`config.mk`:
```
export PLATFORM = sky130hd
export DESIGN_NAME = swipe_direction_detector_core
export DESIGN_NICKNAME = d
export VERILOG_FILES = /design/src/hdl/swdd_pkg.sv /design/src/hdl/swipe_direction_detector_core.sv /design/src/hdl/swdd_front.sv /design/src/hdl/swdd_queue.sv /design/src/hdl/swdd_back.sv
export SDC_FILE = /design/constraint.sdc
export NUM_CORES = 1
export LEC_CHECK = 0
export BUFFER_PORTS_ARGS = -buffer_cell sky130_fd_sc_hd__clkbuf_2
export CAP_MARGIN = 20
export CELL_PAD_IN_SITES_DETAIL_PLACEMENT = 0
export CELL_PAD_IN_SITES_GLOBAL_PLACEMENT = 1
export CORE_MARGIN = 4
export CORE_UTILIZATION = 46
export DETAILED_ROUTE_END_ITERATION = 8
export GPL_TIMING_DRIVEN = 0
export PLACE_DENSITY = 0.85
export SYNTH_ARGS = -nofsm -noshare
export SYNTH_HDL_FRONTEND = slang
export SYNTH_SLANG_ARGS = --single-unit
export TNS_END_PERCENT = 20
```
`constraint.sdc`:
```
create_clock -name clk -period 15.2 [get_ports clk]
set_input_delay 0.76 -clock clk [delete_from_list [all_inputs] [get_ports clk]]
set_output_delay 0.76 -clock clk [all_outputs]
set_load 0.05 [all_outputs]
```
`src/hdl/swdd_pkg.sv`:
```
// Shared types, codes and constants for the swipe direction detector.
// No dependencies; the core, front and back files in hdl/ refer to this package by scoped names.
`default_nettype none

package swdd_pkg;

  // Default parameter values
  localparam int COORD_BITS_DEF      = 12;
  localparam int ANGLE_FRAC_BITS_DEF = 6;
  localparam int CORDIC_STEPS_DEF    = 16;

  // Fixed field widths
  localparam int ACTION_W   = 2;
  localparam int VERDICT_W  = 2;
  localparam int ANGLE_W    = 15;
  localparam int MIN_DIST_W = 12;
  localparam int DEBOUNCE_W = 16;
  localparam int CFG_DATA_W = 16;
  localparam int CFG_ADDR_W = 2;

  // Register reset values
  localparam logic [MIN_DIST_W-1:0] MIN_DIST_RST = 12'd16;
  localparam logic [DEBOUNCE_W-1:0] DEBOUNCE_RST = 16'd100;

  // Register indexes
  localparam logic [CFG_ADDR_W-1:0] REG_MIN_DISTANCE = 2'd0;
  localparam logic [CFG_ADDR_W-1:0] REG_DEBOUNCE_MS  = 2'd1;

  // Action codes
  localparam logic [ACTION_W-1:0] ACT_PRESS   = 2'd0;
  localparam logic [ACTION_W-1:0] ACT_RELEASE = 2'd1;
  localparam logic [ACTION_W-1:0] ACT_TICK    = 2'd2;

  // CORDIC and queue constants
  localparam int PRE_SHIFT   = 16;
  localparam int TBL_IDX_W   = 5;
  localparam int QUEUE_DEPTH = 2;
  localparam logic [31:0] HALF_TURN = 32'h8000_0000;

  typedef enum logic [VERDICT_W-1:0] {
    VERDICT_IGNORE = 2'd0,
    VERDICT_MAYBE  = 2'd1,
    VERDICT_CANCEL = 2'd2,
    VERDICT_FINISH = 2'd3
  } verdict_t;

  // Control part of one job handed from front to back
  typedef struct packed {
    verdict_t verdict;
    logic     run_cordic;
  } job_ctrl_t;

  localparam int JOB_CTRL_W = $bits(job_ctrl_t);

  // atan(2^-i) as a fraction of a full turn, scaled by 2^32
  function automatic logic [31:0] atan_turn(input logic [TBL_IDX_W-1:0] idx);
    logic [31:0] r;
    case (idx)
      5'd0:    r = 32'h20000000;
      5'd1:    r = 32'h12E4051E;
      5'd2:    r = 32'h09FB385B;
      5'd3:    r = 32'h051111D4;
      5'd4:    r = 32'h028B0D43;
      5'd5:    r = 32'h0145D7E1;
      5'd6:    r = 32'h00A2F61E;
      5'd7:    r = 32'h00517C55;
      5'd8:    r = 32'h0028BE53;
      5'd9:    r = 32'h00145F2F;
      5'd10:   r = 32'h000A2F98;
      5'd11:   r = 32'h000517CC;
      5'd12:   r = 32'h00028BE6;
      5'd13:   r = 32'h000145F3;
      5'd14:   r = 32'h0000A2FA;
      5'd15:   r = 32'h0000517D;
      5'd16:   r = 32'h000028BE;
      5'd17:   r = 32'h0000145F;
      5'd18:   r = 32'h00000A30;
      5'd19:   r = 32'h00000518;
      5'd20:   r = 32'h0000028C;
      5'd21:   r = 32'h00000146;
      5'd22:   r = 32'h000000A3;
      5'd23:   r = 32'h00000051;
      default: r = 32'h00000000;
    endcase
    return r;
  endfunction

endpackage

`default_nettype wire

```
`src/hdl/swipe_direction_detector_core.sv`:
```
// Flow: an accepted item is written to the job queue; the back end pops a job only in
// S_IDLE, so it finishes one job before taking the next, and a finish with motion passes
// through S_ITER, S_MUL and S_RND before S_EMIT loads the output register.
// Throughput: one CORDIC iteration per cycle; the front end takes an item each cycle the
// queue has room. Reset: synchronous, active high; clears start point, ms counter, queue,
// back end state and out_valid, and loads min_distance = 16 and debounce_ms = 100.
`default_nettype none

module swipe_direction_detector_core #(
  parameter int COORD_BITS      = swdd_pkg::COORD_BITS_DEF,
  parameter int ANGLE_FRAC_BITS = swdd_pkg::ANGLE_FRAC_BITS_DEF,
  parameter int CORDIC_STEPS    = swdd_pkg::CORDIC_STEPS_DEF
) (
  input  wire logic                            clk,
  input  wire logic                            rst,
  input  wire logic                            in_valid,
  output logic                                 in_ready,
  input  wire logic [swdd_pkg::ACTION_W-1:0]   action,
  input  wire logic [COORD_BITS-1:0]           pos_x,
  input  wire logic [COORD_BITS-1:0]           pos_y,
  output logic                                 out_valid,
  input  wire logic                            out_ready,
  output logic [swdd_pkg::VERDICT_W-1:0]       verdict,
  output logic [swdd_pkg::ANGLE_W-1:0]         angle,
  input  wire logic                            cfg_we,
  input  wire logic [swdd_pkg::CFG_ADDR_W-1:0] cfg_addr,
  input  wire logic [swdd_pkg::CFG_DATA_W-1:0] cfg_wdata
);

  localparam int DX_W  = COORD_BITS + 1;
  localparam int JOB_W = swdd_pkg::JOB_CTRL_W + 2 * DX_W;

  logic                       push;
  logic                       full;
  logic                       pop;
  logic                       avail;
  swdd_pkg::job_ctrl_t        f_ctrl;
  logic signed [COORD_BITS:0] f_dx;
  logic signed [COORD_BITS:0] f_dy;
  logic [JOB_W-1:0]           q_in;
  logic [JOB_W-1:0]           q_out;
  swdd_pkg::job_ctrl_t        b_ctrl;
  logic signed [COORD_BITS:0] b_dx;
  logic signed [COORD_BITS:0] b_dy;

  swdd_front #(
    .COORD_BITS (COORD_BITS)
  ) u_front (
    .clk       (clk),
    .rst       (rst),
    .in_valid  (in_valid),
    .in_ready  (in_ready),
    .action    (action),
    .pos_x     (pos_x),
    .pos_y     (pos_y),
    .cfg_we    (cfg_we),
    .cfg_addr  (cfg_addr),
    .cfg_wdata (cfg_wdata),
    .job_full  (full),
    .job_push  (push),
    .job_ctrl  (f_ctrl),
    .job_dx    (f_dx),
    .job_dy    (f_dy)
  );

  assign q_in = {f_ctrl, f_dx, f_dy};

  swdd_queue #(
    .DATA_W (JOB_W),
    .DEPTH  (swdd_pkg::QUEUE_DEPTH)
  ) u_queue (
    .clk       (clk),
    .rst       (rst),
    .push      (push),
    .push_data (q_in),
    .full      (full),
    .pop       (pop),
    .not_empty (avail),
    .pop_data  (q_out)
  );

  assign b_ctrl = q_out[JOB_W-1 -: swdd_pkg::JOB_CTRL_W];
  assign b_dx   = q_out[2*DX_W-1 -: DX_W];
  assign b_dy   = q_out[DX_W-1:0];

  swdd_back #(
    .COORD_BITS      (COORD_BITS),
    .ANGLE_FRAC_BITS (ANGLE_FRAC_BITS),
    .CORDIC_STEPS    (CORDIC_STEPS)
  ) u_back (
    .clk       (clk),
    .rst       (rst),
    .job_avail (avail),
    .job_ctrl  (b_ctrl),
    .job_dx    (b_dx),
    .job_dy    (b_dy),
    .job_pop   (pop),
    .out_valid (out_valid),
    .out_ready (out_ready),
    .verdict   (verdict),
    .angle     (angle)
  );

endmodule

`default_nettype wire

```
`src/hdl/swdd_front.sv`:
```
// Front end: takes items, holds config, start point and ms counter, classifies events.
// Uses swdd_pkg; pushes one job per item toward the back end queue.
`default_nettype none

module swdd_front #(
  parameter int COORD_BITS = swdd_pkg::COORD_BITS_DEF
) (
  input  wire logic                                clk,
  input  wire logic                                rst,
  input  wire logic                                in_valid,
  output logic                                     in_ready,
  input  wire logic [swdd_pkg::ACTION_W-1:0]       action,
  input  wire logic [COORD_BITS-1:0]               pos_x,
  input  wire logic [COORD_BITS-1:0]               pos_y,
  input  wire logic                                cfg_we,
  input  wire logic [swdd_pkg::CFG_ADDR_W-1:0]     cfg_addr,
  input  wire logic [swdd_pkg::CFG_DATA_W-1:0]     cfg_wdata,
  input  wire logic                                job_full,
  output logic                                     job_push,
  output swdd_pkg::job_ctrl_t                      job_ctrl,
  output logic signed [COORD_BITS:0]               job_dx,
  output logic signed [COORD_BITS:0]               job_dy
);

  localparam int CMP_W = (COORD_BITS > swdd_pkg::MIN_DIST_W) ? COORD_BITS
                                                             : swdd_pkg::MIN_DIST_W;

  logic [swdd_pkg::MIN_DIST_W-1:0] min_distance;
  logic [swdd_pkg::DEBOUNCE_W-1:0] debounce_ms;
  logic [COORD_BITS-1:0]           start_x;
  logic [COORD_BITS-1:0]           start_y;
  logic [swdd_pkg::DEBOUNCE_W-1:0] elapsed_ms;

  logic [COORD_BITS-1:0]           start_x_next;
  logic [COORD_BITS-1:0]           start_y_next;
  logic [swdd_pkg::DEBOUNCE_W-1:0] elapsed_ms_next;

  logic signed [COORD_BITS:0] dx;
  logic signed [COORD_BITS:0] dy;
  logic signed [COORD_BITS:0] dx_neg;
  logic signed [COORD_BITS:0] dy_neg;
  logic [COORD_BITS-1:0]      ax;
  logic [COORD_BITS-1:0]      ay;
  logic                       too_short;

  assign in_ready = !job_full;
  assign job_push = in_valid && in_ready;

  assign dx     = $signed({1'b0, pos_x}) - $signed({1'b0, start_x});
  assign dy     = $signed({1'b0, pos_y}) - $signed({1'b0, start_y});
  assign dx_neg = -dx;
  assign dy_neg = -dy;
  assign ax     = dx[COORD_BITS] ? dx_neg[COORD_BITS-1:0] : dx[COORD_BITS-1:0];
  assign ay     = dy[COORD_BITS] ? dy_neg[COORD_BITS-1:0] : dy[COORD_BITS-1:0];
  assign too_short = (CMP_W'(ax) < CMP_W'(min_distance)) &&
                     (CMP_W'(ay) < CMP_W'(min_distance));

  assign job_dx = dx;
  assign job_dy = dy;

  always_comb begin
    start_x_next        = start_x;
    start_y_next        = start_y;
    elapsed_ms_next     = elapsed_ms;
    job_ctrl.verdict    = swdd_pkg::VERDICT_IGNORE;
    job_ctrl.run_cordic = 1'b0;
    unique case (action)
      swdd_pkg::ACT_PRESS: begin
        start_x_next     = pos_x;
        start_y_next     = pos_y;
        job_ctrl.verdict = swdd_pkg::VERDICT_MAYBE;
      end
      swdd_pkg::ACT_RELEASE: begin
        start_x_next = '0;
        start_y_next = '0;
        if (too_short) begin
          job_ctrl.verdict = swdd_pkg::VERDICT_CANCEL;
        end else begin
          // restart the counter on every release that travels far enough
          elapsed_ms_next = '0;
          if (elapsed_ms < debounce_ms) begin
            job_ctrl.verdict = swdd_pkg::VERDICT_CANCEL;
          end else begin
            job_ctrl.verdict    = swdd_pkg::VERDICT_FINISH;
            // no displacement: angle stays zero, skip the CORDIC
            job_ctrl.run_cordic = (dx != '0) || (dy != '0);
          end
        end
      end
      swdd_pkg::ACT_TICK: begin
        if (elapsed_ms != '1) begin
          elapsed_ms_next = elapsed_ms + 1'b1;
        end
      end
      default: begin
      end
    endcase
  end

  always_ff @(posedge clk) begin
    if (rst) begin
      min_distance <= swdd_pkg::MIN_DIST_RST;
      debounce_ms  <= swdd_pkg::DEBOUNCE_RST;
      start_x      <= '0;
      start_y      <= '0;
      elapsed_ms   <= '0;
    end else begin
      if (cfg_we) begin
        if (cfg_addr == swdd_pkg::REG_MIN_DISTANCE) begin
          min_distance <= cfg_wdata[swdd_pkg::MIN_DIST_W-1:0];
        end else if (cfg_addr == swdd_pkg::REG_DEBOUNCE_MS) begin
          debounce_ms <= cfg_wdata[swdd_pkg::DEBOUNCE_W-1:0];
        end
      end
      if (job_push) begin
        start_x    <= start_x_next;
        start_y    <= start_y_next;
        elapsed_ms <= elapsed_ms_next;
      end
    end
  end

  always_ff @(posedge clk) begin
    if (!rst && job_push && (action == swdd_pkg::ACT_RELEASE)) begin
      assert (job_ctrl.verdict == swdd_pkg::VERDICT_CANCEL ||
              job_ctrl.verdict == swdd_pkg::VERDICT_FINISH)
        else $error("release must cancel or finish");
    end
  end

  a_run_only_on_finish: assert property (@(posedge clk) disable iff (rst)
    job_ctrl.run_cordic |-> (job_ctrl.verdict == swdd_pkg::VERDICT_FINISH))
    else $error("CORDIC requested for a non-finish item");

  a_release_clears_start: assert property (@(posedge clk) disable iff (rst)
    (job_push && action == swdd_pkg::ACT_RELEASE) |=> (start_x == '0 && start_y == '0))
    else $error("start point not cleared after release");

  a_counter_saturates: assert property (@(posedge clk) disable iff (rst)
    (elapsed_ms == '1 && !(job_push && action == swdd_pkg::ACT_RELEASE)) |=>
      (elapsed_ms == '1))
    else $error("elapsed counter wrapped");

endmodule

`default_nettype wire

```
`src/hdl/swdd_queue.sv`:
```
// Small FIFO of jobs between front and back ends.
// Uses swdd_pkg only through its parameters at instantiation; DEPTH is a power of two.
`default_nettype none

module swdd_queue #(
  parameter int DATA_W = 8,
  parameter int DEPTH  = 2
) (
  input  wire logic              clk,
  input  wire logic              rst,
  input  wire logic              push,
  input  wire logic [DATA_W-1:0] push_data,
  output logic                   full,
  input  wire logic              pop,
  output logic                   not_empty,
  output logic [DATA_W-1:0]      pop_data
);

  localparam int PTR_W = (DEPTH > 1) ? $clog2(DEPTH) : 1;
  localparam int CNT_W = $clog2(DEPTH + 1);

  logic [DATA_W-1:0] slots [DEPTH];
  logic [PTR_W-1:0]  wr_ptr;
  logic [PTR_W-1:0]  rd_ptr;
  logic [CNT_W-1:0]  count;

  assign full      = (count == CNT_W'(DEPTH));
  assign not_empty = (count != '0);
  assign pop_data  = slots[rd_ptr];

  always_ff @(posedge clk) begin
    if (push) begin
      slots[wr_ptr] <= push_data;
    end
  end

  always_ff @(posedge clk) begin
    if (rst) begin
      wr_ptr <= '0;
      rd_ptr <= '0;
      count  <= '0;
    end else begin
      if (push) begin
        wr_ptr <= wr_ptr + 1'b1;
      end
      if (pop) begin
        rd_ptr <= rd_ptr + 1'b1;
      end
      if (push && !pop) begin
        count <= count + 1'b1;
      end else if (pop && !push) begin
        count <= count - 1'b1;
      end
    end
  end

  a_no_overflow: assert property (@(posedge clk) disable iff (rst)
    !(push && full))
    else $error("push into a full queue");

  a_no_underflow: assert property (@(posedge clk) disable iff (rst)
    !(pop && !not_empty))
    else $error("pop from an empty queue");

  a_count_bound: assert property (@(posedge clk) disable iff (rst)
    count <= CNT_W'(DEPTH))
    else $error("queue count out of range");

endmodule

`default_nettype wire

```
`src/hdl/swdd_back.sv`:
```
// Back end: iterative CORDIC in vectoring mode, angle scaling and the output register.
// Uses swdd_pkg (verdict codes, job control struct, arctangent table).
`default_nettype none

module swdd_back #(
  parameter int COORD_BITS      = swdd_pkg::COORD_BITS_DEF,
  parameter int ANGLE_FRAC_BITS = swdd_pkg::ANGLE_FRAC_BITS_DEF,
  parameter int CORDIC_STEPS    = swdd_pkg::CORDIC_STEPS_DEF
) (
  input  wire logic                               clk,
  input  wire logic                               rst,
  input  wire logic                               job_avail,
  input  wire swdd_pkg::job_ctrl_t                job_ctrl,
  input  wire logic signed [COORD_BITS:0]         job_dx,
  input  wire logic signed [COORD_BITS:0]         job_dy,
  output logic                                    job_pop,
  output logic                                    out_valid,
  input  wire logic                               out_ready,
  output logic [swdd_pkg::VERDICT_W-1:0]          verdict,
  output logic [swdd_pkg::ANGLE_W-1:0]            angle
);

  // datapath width: coordinate, pre-shift, sign and CORDIC growth
  localparam int W       = COORD_BITS + swdd_pkg::PRE_SHIFT + 3;
  localparam int EXT_W   = W - COORD_BITS - 1 - swdd_pkg::PRE_SHIFT;
  localparam int STEP_W  = $clog2(CORDIC_STEPS);
  localparam int FULL    = 360 * (2 ** ANGLE_FRAC_BITS);
  localparam int FULL_W  = $clog2(FULL + 1);
  localparam int PW      = 32 + FULL_W;
  localparam int AW      = (FULL_W > swdd_pkg::ANGLE_W) ? FULL_W : swdd_pkg::ANGLE_W;
  localparam logic [STEP_W-1:0] LAST_STEP = STEP_W'(CORDIC_STEPS - 1);
  localparam logic [PW-1:0]     FULL_P    = PW'(FULL);
  localparam logic [PW-1:0]     ROUND_P   = PW'(swdd_pkg::HALF_TURN);
  localparam logic [FULL_W-1:0] FULL_S    = FULL_W'(FULL);

  typedef enum logic [2:0] {
    S_IDLE,
    S_ITER,
    S_MUL,
    S_RND,
    S_EMIT
  } state_t;

  state_t                   state;
  logic signed [W-1:0]      x;
  logic signed [W-1:0]      y;
  logic [31:0]              z;
  logic [STEP_W-1:0]        step;
  logic [PW-1:0]            prod;
  swdd_pkg::verdict_t       res_verdict;
  logic [swdd_pkg::ANGLE_W-1:0] res_angle;

  logic signed [COORD_BITS:0] sx;
  logic signed [COORD_BITS:0] sy;
  logic signed [W-1:0]        x_init;
  logic signed [W-1:0]        y_init;
  logic signed [W-1:0]        x_sh;
  logic signed [W-1:0]        y_sh;
  logic                       y_pos;
  logic [31:0]                step_turn;
  logic [PW-1:0]              rsum;
  logic [FULL_W-1:0]          scaled;
  logic [FULL_W-1:0]          wrapped;
  logic [AW-1:0]              angle_ext;
  logic                       emit;

  assign job_pop = (state == S_IDLE) && job_avail;

  // load the output register once it is free or being drained
  assign emit = (state == S_EMIT) && (!out_valid || out_ready);

  // rotate into the right half plane: x = dx, y = -dy, negated when dx < 0
  assign sx     = job_dx[COORD_BITS] ? -job_dx : job_dx;
  assign sy     = job_dx[COORD_BITS] ? job_dy : -job_dy;
  assign x_init = {{EXT_W{sx[COORD_BITS]}}, sx, {swdd_pkg::PRE_SHIFT{1'b0}}};
  assign y_init = {{EXT_W{sy[COORD_BITS]}}, sy, {swdd_pkg::PRE_SHIFT{1'b0}}};

  assign x_sh      = x >>> step;
  assign y_sh      = y >>> step;
  assign y_pos     = !y[W-1] && (y != '0);
  assign step_turn = swdd_pkg::atan_turn(swdd_pkg::TBL_IDX_W'(step));

  assign rsum      = prod + ROUND_P;
  assign scaled    = rsum[PW-1:32];
  assign wrapped   = (scaled >= FULL_S) ? (scaled - FULL_S) : scaled;
  assign angle_ext = AW'(wrapped);

  always_ff @(posedge clk) begin
    if (rst) begin
      state     <= S_IDLE;
      out_valid <= 1'b0;
    end else begin
      if (emit) begin
        out_valid <= 1'b1;
      end else if (out_ready) begin
        out_valid <= 1'b0;
      end
      unique case (state)
        S_IDLE: begin
          if (job_avail) begin
            res_verdict <= job_ctrl.verdict;
            res_angle   <= '0;
            x           <= x_init;
            y           <= y_init;
            z           <= job_dx[COORD_BITS] ? swdd_pkg::HALF_TURN : '0;
            step        <= '0;
            state       <= job_ctrl.run_cordic ? S_ITER : S_EMIT;
          end
        end
        S_ITER: begin
          if (y_pos) begin
            x <= x + y_sh;
            y <= y - x_sh;
            z <= z + step_turn;
          end else begin
            x <= x - y_sh;
            y <= y + x_sh;
            z <= z - step_turn;
          end
          step <= step + 1'b1;
          if (step == LAST_STEP) begin
            state <= S_MUL;
          end
        end
        S_MUL: begin
          prod  <= PW'(z) * FULL_P;
          state <= S_RND;
        end
        S_RND: begin
          res_angle <= angle_ext[swdd_pkg::ANGLE_W-1:0];
          state     <= S_EMIT;
        end
        S_EMIT: begin
          if (emit) begin
            verdict <= res_verdict;
            angle   <= res_angle;
            state   <= S_IDLE;
          end
        end
        default: begin
          state <= S_IDLE;
        end
      endcase
    end
  end

  a_angle_only_on_finish: assert property (@(posedge clk) disable iff (rst)
    (out_valid && verdict != swdd_pkg::VERDICT_FINISH) |-> (angle == '0))
    else $error("nonzero angle on a non-finish result");

  a_pop_only_idle: assert property (@(posedge clk) disable iff (rst)
    job_pop |=> (state == S_ITER || state == S_EMIT))
    else $error("job popped without starting work");

  a_emit_fills_output: assert property (@(posedge clk) disable iff (rst)
    (state == S_EMIT && (!out_valid || out_ready)) |=> (out_valid && state == S_IDLE))
    else $error("result not placed in output register");

endmodule

`default_nettype wire

```
==> results.md <==
- Outcome: finished clean
- Wirelength, routed: 80020 um
- Initial DRC count: 1812
- GR Overflow Total: 0
- Synth top cells by count: nor2_1 (284), inv_1 (252), nand2_1 (252), ha_1 (245), a21oi_1 (231)
- CP endpoint kind: flip-flop
- Core area: 59240 um2
- Largest area contributor in the netlist: edfxtp_1
- First-pass GRT wire length: 126700 um
- Synth top area cells: edfxtp_1 (22%), ha_1 (11%), dfxtp_1 (7.8%)
- Initial Util: 46.57%
- Crit start category: flip-flop
- Max cap viols: 0
- DR vias/cell: 5.866
- Die area: 63960 um2
- Post-CTS sizing: 0
- Initial DRT Pass Iterations: 5
- Die X: 252.9 um
- CTS tree: yes
- Crit path kind: reg -> reg
- Post-synthesis sequential area ratio: 30.18%
- FP Rows: 89
- Quantity of I/O buffers inserted on ports: 66
- Least-Margin Pin Slew: 1.221 ns
- Post-CTS setup buffers: 0
- Final setup violating endpoints: 0
- Placer congestion estimate: 0.9689
- Peak Freq: 120.7 MHz
- Post-synth cell types: 91
- Top-count cell post-synth: nor2_1
- Tot GR Track Use: 24.68%
- Final Skew: 0.03548 ns
- Crit path time final: 8.283 ns
- Slew Viols, Final: 0
- Clk Latency, worst-skew pair: 0.59 ns
- Largest net degree at the start of global routing: 23
- Initial antenna violation count: 2
- Syn Area/Cell: 9.121 um2
- Synth Flop Type: edfxtp_1
- Clock slew seen by the registers of the worst setup and hold paths: 0.06 ns
- Num CTS Buffers: 40
- Post-Synthesis Cells: 3025
- Hold Vio Cnt, Final: 0
- Number of synthesized flops with an enable pin: 206
- Post-layout net count: 3514
- Async set-reset flop share out of synthesis: 0%
- Synth Cell Area: 27590 um2
- Worst hold path class: in -> reg
- Clock Tree Root: clkbuf_16
- Synth warn: 0
- Max Fanout on Critical Path: 10
- H-tree depth: 2
- Via count: 23.25k
- Layout cells sized above 1: 9.781%
- Cell total after placement: 3886
- Area share of the largest cell type after synthesis: 22.42%
- Worst EP required: 15.55 ns
- Mapped Nets: 3381
- Die Ht: 252.9 um
- Residual DRC: 0
- Non-filler instance count after layout: 3964
- Final antenna-violating net count: 0
- Clock sink count: 313
- IO Count: 68
- CTS Hold Bufs: 0
- Dpl hpwl: 62470 um
- Slew HR: 18.30%
- Crit path DAT: 8.64 ns
- Clock buffer depth: 3
- Wirelength per Cell: 20.19 um
- Fin crit share: 54.49%
- RSZ-0062 raised after global routing: false
- Number of global-route vias before repair: 23.05k
- Synth-to-layout area growth: 10.32%
- Final hold slack: 0.3956 ns
- Register bit total from synthesis: 313
per-stage QoR:
| step | setup TNS [ns] | area (um2) | util, % | setup slack [ns] |
|---|---|---|---|---|
| 2_1_floorplan | 0 | 27590 | - | 0.4234 |
| 3_3_place_gp | -410.92 | 28890 | 48.76 | -7.729 |
| 3_5_place_dp | 0 | 29130 | 49.17 | 7.228 |
| 4_1_cts | 0 | 30420 | 51.35 | 7.198 |
| 5_1_grt | 0 | 30440 | 51.38 | 6.557 |
| 6_report | 0 | 30440 | 51.38 | 6.917 |
worst paths after layout:
path	start	end	slack (ns)	cells after the start
max	u_back.step[2]	u_back.y[29]	6.92	25
min	cfg_wdata[14]	u_front.debounce_ms[14]	0.40	3
max reg2reg	u_back.step[2]	u_back.y[29]	6.92	25
min reg2reg	u_back.res_angle[6]	u_back.angle[6]	0.42	0
cell usage in the layout, fill, tap and decap left out, types with 53 or more instances in the layout:
| cell type | instances |
|---|---|
| edfxtp_1 | 206 |
| ha_1 | 245 |
| mux2i_1 | 66 |
| clkbuf_1 | 86 |
| nand3_1 | 57 |
| fa_1 | 62 |
| nor2_1 | 284 |
| clkbuf_2 | 67 |
| nor3_1 | 53 |
| xor2_1 | 105 |
| a21o_1 | 63 |
| xnor2_1 | 133 |
| nand2_1 | 252 |
| a21oi_1 | 231 |
| dfxtp_1 | 107 |
| o21ai_0 | 169 |
| mux4_2 | 68 |
| inv_1 | 252 |
worst max-delay path: stages, from the launching register on:
cell and delay, ns:
edfxtp_1 0.36, buf_2 0.31, buf_1 0.66, clkbuf_1 0.67, clkbuf_1 0.64, buf_1 0.46, clkbuf_1 0.54, nand2_1 0.10
o21ai_0 0.14, ha_1 0.23, inv_1 0.05, or2_1 0.25, nand3b_1 0.38, inv_1 0.17, a21oi_1 0.11, xnor2_1 0.19
ha_1 0.39, and4_1 0.27, nand2_1 0.08, o211ai_1 0.28, a41oi_1 0.34, o311a_1 0.49, o311ai_0 0.45, a21oi_1 0.15
xnor2_1 0.15, a21o_1 0.17
state kept, by name, summed over array words and instances, names as in the netlist, named ones only:
name and cells:
u_back.z 32, u_queue.wr_ptr 1, u_back.state 3, u_back.res_angle 15, u_front.start_x 12, u_queue.count 2
u_back.out_valid 1, u_back.step_turn 30, u_back.res_verdict 2, u_front.start_y 12, u_front.debounce_ms 16, u_queue.slots 58
u_back.step 4, u_front.elapsed_ms 16, u_back.verdict 2, u_back.y 31, u_back.angle 15, u_queue.rd_ptr 1
u_back.x 31, u_back.prod 16, u_front.min_distance 12
layer usage:
layer	global-route usage [%]	vias up	part of all wire, %
met5	0	-	0.010
met2	40.46	832	46
li1	-	11140	-
met4	9.251	2	3.9
met3	4.550	180	7.1
met1	32.74	11100	43
cells by family (layout without fill, tap and decap cells):
| kind of cell | count (synthesis) | after routing | synth area share (%) |
|---|---|---|---|
| flops | 313 | 313 | 30.18 |
| compound gates | 715 | 715 | 16.12 |
| other cells | 0 | 1 | 0 |
| simple gates | 914 | 914 | 15.85 |
| mux | 167 | 167 | 9.301 |
| fa+ha+maj | 307 | 307 | 15.61 |
| xor+xnor | 239 | 239 | 7.614 |
| buf+inv | 370 | 535 | 5.319 |
area by class of cell:
| cell class | count | area (um2) |
|---|---|---|
| antenna | 1 | 2.502 |
| buffer | 115 | 510.5 |
| clock buffer | 48 | 1031 |
| clock inverter | 26 | 259.0 |
| fill | 5483 | 28800 |
| inverter | 255 | 957.2 |
| multi-input combinational | 2342 | 17820 |
| sequential | 313 | 8328 |
| tap | 773 | 967.2 |
| timing repair buffer | 91 | 563.0 |
Power is left out: the tool's default activity adds up to more than one toggle a clock period on the data nets, which glitch-free logic cannot reach.
